### config.mk
export PLATFORM = sky130hd
export DESIGN_NAME = block_bitmap_allocator_flat
export DESIGN_NICKNAME = d
export VERILOG_FILES = /design/src/rtl/bba_pkg.sv /design/src/rtl/bba_req_if.sv /design/src/rtl/bba_rsp_if.sv /design/src/rtl/block_bitmap_allocator.sv /design/src/rtl/bba_map_ram.sv /design/src/flat_wrapper.sv
export SDC_FILE = /design/constraint.sdc
export NUM_CORES = 2
export LEC_CHECK = 0
export BUFFER_PORTS_ARGS = -buffer_cell sky130_fd_sc_hd__clkbuf_2
export CAP_MARGIN = 40
export CORE_ASPECT_RATIO = 1.75
export CORE_MARGIN = 8
export CORE_UTILIZATION = 39
export CTS_CLUSTER_DIAMETER = 30
export CTS_CLUSTER_SIZE = 20
export DETAILED_ROUTE_END_ITERATION = 12
export SETUP_SLACK_MARGIN = 0.02
export SLEW_MARGIN = 40
export SYNTH_ARGS = -nofsm -noshare
export SYNTH_HDL_FRONTEND = slang
export SYNTH_SLANG_ARGS = --single-unit
### constraint.sdc
create_clock -name clk -period 9.8 [get_ports clk]
set_input_delay 0.98 -clock clk [delete_from_list [all_inputs] [get_ports clk]]
set_output_delay 0.98 -clock clk [all_outputs]
set_load 0.02 [all_outputs]
### src/rtl/bba_pkg.sv
// Shared types, constants and helper functions of the block bitmap allocator.
package bba_pkg;

	localparam int NUM_BLOCKS = 1024;
	localparam int WORD_W     = 32;
	localparam int NUM_WORDS  = NUM_BLOCKS / WORD_W;
	localparam int WADDR_W    = $clog2(NUM_WORDS);
	localparam int BIT_W      = $clog2(WORD_W);
	localparam int BLK_W      = 10;
	localparam int CNT_W      = 11;
	localparam int CFG_IDX_W  = 1;

	localparam logic [CFG_IDX_W-1:0] CFG_TOTAL    = CFG_IDX_W'(0);
	localparam logic [CFG_IDX_W-1:0] CFG_RESERVED = CFG_IDX_W'(1);

	localparam logic [CNT_W-1:0] TOTAL_RST    = CNT_W'(1024);
	localparam logic [CNT_W-1:0] RESERVED_RST = CNT_W'(100);

	typedef enum logic [1:0] {
		OP_INIT  = 2'd0,
		OP_ALLOC = 2'd1,
		OP_FREE  = 2'd2,
		OP_QUERY = 2'd3
	} op_t;

	typedef enum logic [1:0] {
		ST_OK      = 2'd0,
		ST_NOSPACE = 2'd1,
		ST_RANGE   = 2'd2
	} status_t;

	typedef enum logic [2:0] {
		S_IDLE,
		S_INIT,
		S_SCAN,
		S_ACCESS,
		S_FINISH
	} state_t;

	typedef struct packed {
		logic               en;
		logic [WADDR_W-1:0] addr;
		logic [WORD_W-1:0]  data;
	} map_wr_t;

	// bits of word w whose block number lies below lim
	function automatic logic [WORD_W-1:0] word_mask(input logic [WADDR_W-1:0] w,
			input logic [CNT_W-1:0] lim);
		logic [CNT_W-1:0]  base;
		logic [WORD_W-1:0] m;
		base = CNT_W'({w, BIT_W'(0)});
		if (lim >= base + CNT_W'(WORD_W)) begin
			m = '1;
		end else if (lim <= base) begin
			m = '0;
		end else begin
			m = (WORD_W'(1) << lim[BIT_W-1:0]) - WORD_W'(1);
		end
		return m;
	endfunction

	function automatic logic [BIT_W-1:0] lowest_one(input logic [WORD_W-1:0] w);
		logic [BIT_W-1:0] p;
		p = '0;
		for (int i = WORD_W - 1; i >= 0; i--) begin
			if (w[i]) begin
				p = BIT_W'(i);
			end
		end
		return p;
	endfunction

endpackage

### src/rtl/bba_req_if.sv
// Request channel of the block bitmap allocator.
interface bba_req_if;
	import bba_pkg::*;

	logic             valid;
	logic             ready;
	op_t              operation;
	logic [BLK_W-1:0] target_blk;

	modport source(output valid, output operation, output target_blk, input ready);
	modport sink(input valid, input operation, input target_blk, output ready);
endinterface

### src/rtl/bba_rsp_if.sv
// Result channel of the block bitmap allocator.
interface bba_rsp_if;
	import bba_pkg::*;

	logic             valid;
	logic             ready;
	logic [BLK_W-1:0] block;
	status_t          status;
	logic             block_free;
	logic [CNT_W-1:0] free_count;

	modport source(output valid, output block, output status, output block_free,
		output free_count, input ready);
	modport sink(input valid, input block, input status, input block_free,
		input free_count, output ready);
endinterface

### src/rtl/block_bitmap_allocator.sv
// Block bitmap allocator top level: request sequencer, free counter and result register.
//
// Requests arrive on req (operation, target_blk) and each gives exactly one result on rsp
// (block, status, block_free, free_count). One request is worked on at a time.
// Steps from accept to the finish state, which then loads the result register:
//   init           one map word written per cycle over all 32 words
//   allocate       first-fit scan from word 0, one map word per cycle, to a free bit
//   free, query    one read of the map word; free also writes the word back
//   out of range   straight to the finish state
// The map is a 32 x 32 bit synchronous memory with one read and one write port;
// its single read port serves the first-fit word scan and the free and query reads.
// A new request is taken once the previous one is finished, even while its result still
// waits in the output register. When the receiver stalls, a finished result holds in the
// sequencer until the output register frees up, and no request is taken meanwhile.
// Reset leaves the map clear (rows read as zero until written), the free count at zero,
// the block total at 1024 and the reserved count at 100. Configuration writes go through cfg_we,
// cfg_index (0 block total, 1 reserved count) and cfg_data while idle, kept by the user, unchecked.
module block_bitmap_allocator (
	input  logic                          clk,
	input  logic                          arst_n,
	bba_req_if.sink                       req,
	bba_rsp_if.source                     rsp,
	input  logic                          cfg_we,
	input  logic [bba_pkg::CFG_IDX_W-1:0] cfg_index,
	input  logic [bba_pkg::CNT_W-1:0]     cfg_data
);
	import bba_pkg::*;

	state_t             state_q, state_d;
	logic [CNT_W-1:0]   total_cfg_q, reserved_cfg_q;
	logic [CNT_W-1:0]   tot_eff, res_eff;
	op_t                op_q;
	logic [BLK_W-1:0]   idx_q;
	logic [CNT_W-1:0]   total_q, res_q;
	logic [WADDR_W-1:0] waddr_q;
	logic [CNT_W-1:0]   counter_q;
	logic [BLK_W-1:0]   rslt_block_q;
	status_t            rslt_status_q;
	logic               rslt_free_q;
	logic               out_valid_q;
	logic [BLK_W-1:0]   out_block_q;
	status_t            out_status_q;
	logic               out_free_q;
	logic [CNT_W-1:0]   out_count_q;

	logic               rd_en;
	logic [WADDR_W-1:0] rd_addr;
	logic [WADDR_W-1:0] rd_word_s1;
	logic [WORD_W-1:0]  rd_data;
	map_wr_t            wr;

	logic [WORD_W-1:0]  cand;
	logic               found;
	logic [BIT_W-1:0]   bitpos;
	logic               scan_last;
	logic [BIT_W-1:0]   acc_bit;
	logic               idx_in_range;
	logic               out_load;

	bba_map_ram u_map (
		.clk     (clk),
		.arst_n  (arst_n),
		.rd_en   (rd_en),
		.rd_addr (rd_addr),
		.wr      (wr),
		.rd_data (rd_data)
	);

	assign tot_eff = (total_cfg_q > CNT_W'(NUM_BLOCKS)) ? CNT_W'(NUM_BLOCKS) : total_cfg_q;
	assign res_eff = (reserved_cfg_q > tot_eff) ? tot_eff : reserved_cfg_q;
	assign idx_in_range = CNT_W'(req.target_blk) < tot_eff;

	assign cand      = ~rd_data & word_mask(rd_word_s1, total_q);
	assign found     = |cand;
	assign bitpos    = lowest_one(cand);
	assign scan_last = CNT_W'({rd_word_s1, BIT_W'(0)}) + CNT_W'(WORD_W) >= total_q;
	assign acc_bit   = idx_q[BIT_W-1:0];
	assign out_load  = (state_q == S_FINISH) && (!out_valid_q || rsp.ready);

	assign req.ready = (state_q == S_IDLE);

	always_ff @(posedge clk or negedge arst_n) begin
		if (!arst_n) begin
			state_q <= S_IDLE;
		end else begin
			state_q <= state_d;
		end
	end

	always_comb begin
		state_d = state_q;
		rd_en   = 1'b0;
		rd_addr = waddr_q;
		wr      = '0;
		unique case (state_q)
			S_IDLE: begin
				if (req.valid) begin
					unique case (req.operation)
						OP_INIT: begin
							state_d = S_INIT;
						end
						OP_ALLOC: begin
							rd_en   = 1'b1;
							rd_addr = '0;
							state_d = S_SCAN;
						end
						OP_FREE, OP_QUERY: begin
							if (idx_in_range) begin
								rd_en   = 1'b1;
								rd_addr = req.target_blk[BIT_W +: WADDR_W];
								state_d = S_ACCESS;
							end else begin
								state_d = S_FINISH;
							end
						end
					endcase
				end
			end
			S_INIT: begin
				wr.en   = 1'b1;
				wr.addr = waddr_q;
				wr.data = word_mask(waddr_q, res_q);
				if (waddr_q == WADDR_W'(NUM_WORDS - 1)) begin
					state_d = S_FINISH;
				end
			end
			S_SCAN: begin
				rd_en = 1'b1;
				if (found) begin
					wr.en   = 1'b1;
					wr.addr = rd_word_s1;
					wr.data = rd_data | (WORD_W'(1) << bitpos);
					state_d = S_FINISH;
				end else if (scan_last) begin
					state_d = S_FINISH;
				end
			end
			S_ACCESS: begin
				if (op_q == OP_FREE) begin
					wr.en   = 1'b1;
					wr.addr = idx_q[BIT_W +: WADDR_W];
					wr.data = rd_data & ~(WORD_W'(1) << acc_bit);
				end
				state_d = S_FINISH;
			end
			S_FINISH: begin
				if (out_load) begin
					state_d = S_IDLE;
				end
			end
			default: begin
				state_d = S_IDLE;
			end
		endcase
	end

	always_ff @(posedge clk) begin
		if (rd_en) begin
			rd_word_s1 <= rd_addr;
		end
	end

	always_ff @(posedge clk or negedge arst_n) begin
		if (!arst_n) begin
			total_cfg_q    <= TOTAL_RST;
			reserved_cfg_q <= RESERVED_RST;
		end else if (cfg_we) begin
			if (cfg_index == CFG_TOTAL) begin
				total_cfg_q <= cfg_data;
			end else if (cfg_index == CFG_RESERVED) begin
				reserved_cfg_q <= cfg_data;
			end
		end
	end

	always_ff @(posedge clk or negedge arst_n) begin
		if (!arst_n) begin
			counter_q <= '0;
		end else begin
			unique case (state_q)
				S_INIT: begin
					if (waddr_q == WADDR_W'(NUM_WORDS - 1)) begin
						counter_q <= total_q - res_q;
					end
				end
				S_SCAN: begin
					if (found && counter_q != '0) begin
						counter_q <= counter_q - CNT_W'(1);
					end
				end
				S_ACCESS: begin
					if (op_q == OP_FREE && counter_q < total_q) begin
						counter_q <= counter_q + CNT_W'(1);
					end
				end
				default: begin
				end
			endcase
		end
	end

	always_ff @(posedge clk) begin
		unique case (state_q)
			S_IDLE: begin
				if (req.valid) begin
					op_q          <= req.operation;
					idx_q         <= req.target_blk;
					total_q       <= tot_eff;
					res_q         <= res_eff;
					waddr_q       <= (req.operation == OP_ALLOC) ? WADDR_W'(1) : '0;
					rslt_block_q  <= '0;
					rslt_free_q   <= 1'b0;
					rslt_status_q <= ST_OK;
					if ((req.operation == OP_FREE || req.operation == OP_QUERY)
							&& !idx_in_range) begin
						rslt_status_q <= ST_RANGE;
					end
				end
			end
			S_INIT: begin
				waddr_q <= waddr_q + WADDR_W'(1);
			end
			S_SCAN: begin
				waddr_q <= waddr_q + WADDR_W'(1);
				if (found) begin
					rslt_block_q <= BLK_W'({rd_word_s1, bitpos});
				end else if (scan_last) begin
					rslt_status_q <= ST_NOSPACE;
				end
			end
			S_ACCESS: begin
				if (op_q == OP_QUERY) begin
					rslt_free_q <= ~rd_data[acc_bit];
				end
			end
			default: begin
			end
		endcase
	end

	always_ff @(posedge clk or negedge arst_n) begin
		if (!arst_n) begin
			out_valid_q <= 1'b0;
		end else if (out_load) begin
			out_valid_q <= 1'b1;
		end else if (rsp.ready) begin
			out_valid_q <= 1'b0;
		end
	end

	always_ff @(posedge clk) begin
		if (out_load) begin
			out_block_q  <= rslt_block_q;
			out_status_q <= rslt_status_q;
			out_free_q   <= rslt_free_q;
			out_count_q  <= counter_q;
		end
	end

	assign rsp.valid      = out_valid_q;
	assign rsp.block      = out_block_q;
	assign rsp.status     = out_status_q;
	assign rsp.block_free = out_free_q;
	assign rsp.free_count = out_count_q;

`ifndef ASSERT_OFF
	a_count_bound: assert property (@(posedge clk) disable iff (!arst_n)
		counter_q <= CNT_W'(NUM_BLOCKS))
		else $error("free count above map size");

	a_rsp_from_finish: assert property (@(posedge clk) disable iff (!arst_n)
		$rose(out_valid_q) |-> $past(state_q == S_FINISH))
		else $error("result loaded outside finish");

	a_nospace_block: assert property (@(posedge clk) disable iff (!arst_n)
		(out_valid_q && out_status_q == ST_NOSPACE) |-> out_block_q == '0)
		else $error("no-space result with nonzero block");

	a_write_busy: assert property (@(posedge clk) disable iff (!arst_n)
		wr.en |-> (state_q == S_INIT || state_q == S_SCAN || state_q == S_ACCESS))
		else $error("map write while not busy");
`endif

endmodule

### src/rtl/bba_map_ram.sv
// Allocation map memory: one word of block bits per row, rows read as zero until written.
module bba_map_ram (
	input  logic                        clk,
	input  logic                        arst_n,
	input  logic                        rd_en,
	input  logic [bba_pkg::WADDR_W-1:0] rd_addr,
	input  bba_pkg::map_wr_t            wr,
	output logic [bba_pkg::WORD_W-1:0]  rd_data
);
	import bba_pkg::*;

	logic [WORD_W-1:0]    mem [NUM_WORDS];
	logic [WORD_W-1:0]    mem_s1;
	logic [NUM_WORDS-1:0] row_valid_q;
	logic                 row_valid_s1;

	always_ff @(posedge clk) begin
		if (wr.en) begin
			mem[wr.addr] <= wr.data;
		end
		if (rd_en) begin
			mem_s1 <= mem[rd_addr];
		end
	end

	always_ff @(posedge clk or negedge arst_n) begin
		if (!arst_n) begin
			row_valid_q  <= '0;
			row_valid_s1 <= 1'b0;
		end else begin
			if (wr.en) begin
				row_valid_q[wr.addr] <= 1'b1;
			end
			if (rd_en) begin
				row_valid_s1 <= row_valid_q[rd_addr];
			end
		end
	end

	assign rd_data = row_valid_s1 ? mem_s1 : '0;

endmodule

### src/flat_wrapper.sv
// flat-port wrapper written by rule: the top's interface ports become plain ports
module block_bitmap_allocator_flat import bba_pkg::*;
  (clk, arst_n, cfg_we, cfg_index, cfg_data, req_valid, req_operation, req_target_blk, req_ready, rsp_valid, rsp_block, rsp_status, rsp_block_free, rsp_free_count, rsp_ready);
  bba_req_if req_i ();
  bba_rsp_if rsp_i ();
  input  logic clk;
  input  logic arst_n;
  input  logic cfg_we;
  input  logic [bba_pkg::CFG_IDX_W-1:0] cfg_index;
  input  logic [bba_pkg::CNT_W-1:0] cfg_data;
  input wire logic [$bits(req_i.valid)-1:0] req_valid;
  input wire logic [$bits(req_i.operation)-1:0] req_operation;
  input wire logic [$bits(req_i.target_blk)-1:0] req_target_blk;
  output wire logic [$bits(req_i.ready)-1:0] req_ready;
  output wire logic [$bits(rsp_i.valid)-1:0] rsp_valid;
  output wire logic [$bits(rsp_i.block)-1:0] rsp_block;
  output wire logic [$bits(rsp_i.status)-1:0] rsp_status;
  output wire logic [$bits(rsp_i.block_free)-1:0] rsp_block_free;
  output wire logic [$bits(rsp_i.free_count)-1:0] rsp_free_count;
  input wire logic [$bits(rsp_i.ready)-1:0] rsp_ready;
  assign req_i.valid = req_valid;
  assign req_i.operation = req_operation;
  assign req_i.target_blk = req_target_blk;
  assign req_ready = req_i.ready;
  assign rsp_valid = rsp_i.valid;
  assign rsp_block = rsp_i.block;
  assign rsp_status = rsp_i.status;
  assign rsp_block_free = rsp_i.block_free;
  assign rsp_free_count = rsp_i.free_count;
  assign rsp_i.ready = rsp_ready;
  block_bitmap_allocator u_core (.clk(clk), .arst_n(arst_n), .req(req_i), .rsp(rsp_i), .cfg_we(cfg_we), .cfg_index(cfg_index), .cfg_data(cfg_data));
endmodule
==> impl_results.md <==
- Fin crit period: 7.04 ns
- H-tree Lvls: 4
- Die footprint: 149000 µm²
- Clk_skew: 0.0393 ns
- EDFF count, synth: 1137
- Main synth FF type: edfxtp_1
- DRC violations left: 0
- CTS tree: yes
- Final Max Tran Viols: 0
- Die height: 505 µm
- Inserted Clock Buffers: 134
- Clock root buffer master: clkbuf_16
- Worst r2r src: u_core.total_q[0]
- Area added between synthesis and finish: 14.3%
- Crit path capture type: register
- Simple-Gate Fraction of Synth Area: 14.6%
- Complex-gate fraction of the synthesized area: ~11%
- Total GRT Usage: 21.8%
- Sequential cell area: 35900 µm²
- Post-CTS setup buffers: 0
- Maximum VDD drop: roughly 0.25 mV
- IO Count: 55
- Mapped Cells: 4379
- Clock Path Buffers: 3
- Startpoint types: register
- Maximum number of pins on one net before global-route repair: roughly 190
- Hold_buf cts: 0
- Initial antenna violation count: 3
- Number of global-route vias before repair: 36187
- Max frequency: 142 MHz
- Final Hold Vio Count: 0
- Syn_area_per_cell: 12.2 µm²
- Setup TNS: 0 ns
- Die Span X: 295 µm
- Clk_lat worst skew: 0.77 ns
- Mux share of post-synthesis cell area: about 1.9%
- Crit-path max FO: 37
- Seq/Total Area, Yosys: approximately two thirds
- Filler cell count: approximately 12000
- Clock sink count: 1207
- Design Power: 20.1 mW
- Worst min-delay path class: in2async
- Leakage Power: 21.9 nW
- First-pass GRT wire length: 242000 µm
- Slowest Stage Delay on Critical Path: about 0.84 ns
- CP max-delay cell: edfxtp_1
- CP cell instances: inv_1, and3_1, inv_1, ha_1, buf_4, nor2_1, o2111a_1, o21ai_1, nor3b_1, o21a_1, nor4bb_2, nand3_1, o21ai_2, buf_4, o21ai_0, or2_1, nor2_4, buf_4
- Vias: 36685
- Antenna-violating nets left: 0
- Multi-input gate area: 16400 µm²
- Net Count, Synth: between 4000 and 5000
- Vias per cell: 5.80
- Buffers on Ports: 54
- Worst Max-Slew Pin Slew: around 1 ns
- Slew margin rel.: 35.1%
- Total core area: 136000 µm²
- Initial Util: around two fifths
- Initial DRT Pass Iterations: 6
- Synth async-reset ratio: 5.80%
- Seq cells post-synth: 1207
- Post-cts resize count: 0
- Mean routed wirelength per cell: 26.5 µm
- Synth cell types: 94
- CP Launch Point: u_core.total_q[0]
- CP dominant cell by count: buf_4
- Synth Area in XOR/XNOR: 0.361%
- Pwr Density: 330 nW/µm²
- Worst path required time: slightly above 10 ns
- Adder-Cell Fraction of Synth Area: roughly 1.9%
- GR Overflow Total: 0
- Rows: 179
- Proportion of layout cells with a drive suffix above 1: about an eighth
- Critical path class: reg2reg
- Post-route clock period utilization: between 70% and 80%
- Cell Area, Synth: 53300 µm²
- GPL Wtd Cong: 0.992
- DRT iter0 DRCs: 3415
- Status: completed
- Finish-stage setup viols: 0
- RSZ-0062 raised after global routing: false
- Commonest non-fill, non-tap cell in the layout: nand2_1
- Final Net Count: 4507
- DP Wirelength: 101000 µm
- Largest family of logic cells by synthesized area: simple AND/OR/NAND/NOR gates
- Yosys warning total: 0
- WL final: 168000 µm
- Max_cap viols: 0
- Clk slew on worst S/H paths: 0.06 ns
- Commonest non-fill, non-tap cells in the layout: nand2_1, edfxtp_1, a31oi_1, and3_1, o21ai_0
- Worst path arrival time: about 7.4 ns
## stage by stage
stage	hold slack (ns)	std cells	util, %	cell area (µm²)	setup slack, ns
finish	0.211	6320	44.9	60900	2.76
global route	0.225	6320	44.9	60900	2.58
CTS	0.217	6313	44.8	60800	2.92
detailed placement	0.405	6068	41.4	56100	2.94
global placement	0.403	6055	41.1	55800	2.62
floorplan	0.400	4379	-	53300	3.77
## flip-flops by register name (all words and copies together) (netlist names), 2 cells and up
name and flops:
u_core.u_map.mem 1024, u_core.u_map.mem_s1 32, u_core.u_map.row_valid_q 32, u_core.counter_q 11, u_core.res_q 11, u_core.reserved_cfg_q 11, u_core.rsp.free_count 11, u_core.total_cfg_q 11
u_core.total_q 11, u_core.idx_q 10, u_core.rslt_block_q 10, u_core.rsp.block 10, u_core.rd_word_s1 5, u_core.waddr_q 5, u_core.state_q 3, u_core.op_q 2
u_core.rslt_status_q 2, u_core.rsp.status 2
## critical path, delay by kind of cell, from the launching register on
kind                     cells  cell delay [ns]
AO/OA/AOI/OAI                5             1.30
adder cells (fa/ha/maj)      1             0.45
buffers and inverters        5             1.56
flip-flops                   1             0.84
AND/OR/NAND/NOR              7             2.48
## cell usage after synthesis (26+ instances only)
cell	instances	area (µm²)
buf_2	48	240
nand2_1	1173	4400
buf_1	29	109
o21ai_0	162	811
a21oi_1	111	556
mux2_2	32	360
a31oi_1	270	1690
and3_1	265	1660
nor2_1	112	420
o21bai_1	26	195
ha_1	76	951
nand3_1	42	210
inv_1	66	248
edfxtp_1	1137	34100
a22o_1	73	639
mux2i_1	35	350
dfrtp_1	66	1650
a221oi_1	68	596
clkbuf_1	196	736
## power breakdown
part           total (mW)  switching [mW]  internal, mW
Sequential           7.18           0.385          6.79
Combinational        7.68            5.35          2.34
Clock                5.20            2.30          2.91
## path summary, 6_finish.rpt
check,endpoint,slack [ns],depth (start not counted)
min in group clk,u_core.rsp.block[8],0.42,0
worst min register to register,u_core.rsp.block[8],0.42,0
worst max-delay path,u_core.u_map.mem[9][5],2.76,18
worst max register to register,u_core.u_map.mem[9][5],2.76,18
max in group asynchronous,u_core.counter_q[1],9.03,1
worst min-delay path,u_core.total_cfg_q[0],0.21,1
## metal layers
| layer | global-route usage (%) | vias to the layer above | share of wire, % |
|---|---|---|---|
| met1 | 24.4 | 18437 | 36 |
| met2 | 38.7 | 1435 | 51 |
| met5 | 0 | - | 0.0078 |
| met3 | 3.33 | 492 | 5.5 |
| li1 | - | 16319 | - |
| met4 | 13.5 | 2 | 7.0 |
## area by class of cell
cell class | count | area share (%)
sequential | 1207 | 58.9
multi-input combinational | 2819 | 26.9
clock buffer | 140 | 5.58
tap | 1810 | 3.72
timing repair buffer | 167 | 2.34
clock inverter | 105 | 2.04
inverter | 71 | 0.464
antenna | 1 | 0.00411
## cell families after synthesis
kind of cell             after synthesis
AO/OA/AOI/OAI                        891
adder cells (fa/ha/maj)               78
buffers and inverters                353
XOR/XNOR                              22
AND/OR/NAND/NOR                     1748
multiplexers                          80
flip-flops                          1207
(Power assumes the default switching activity.)
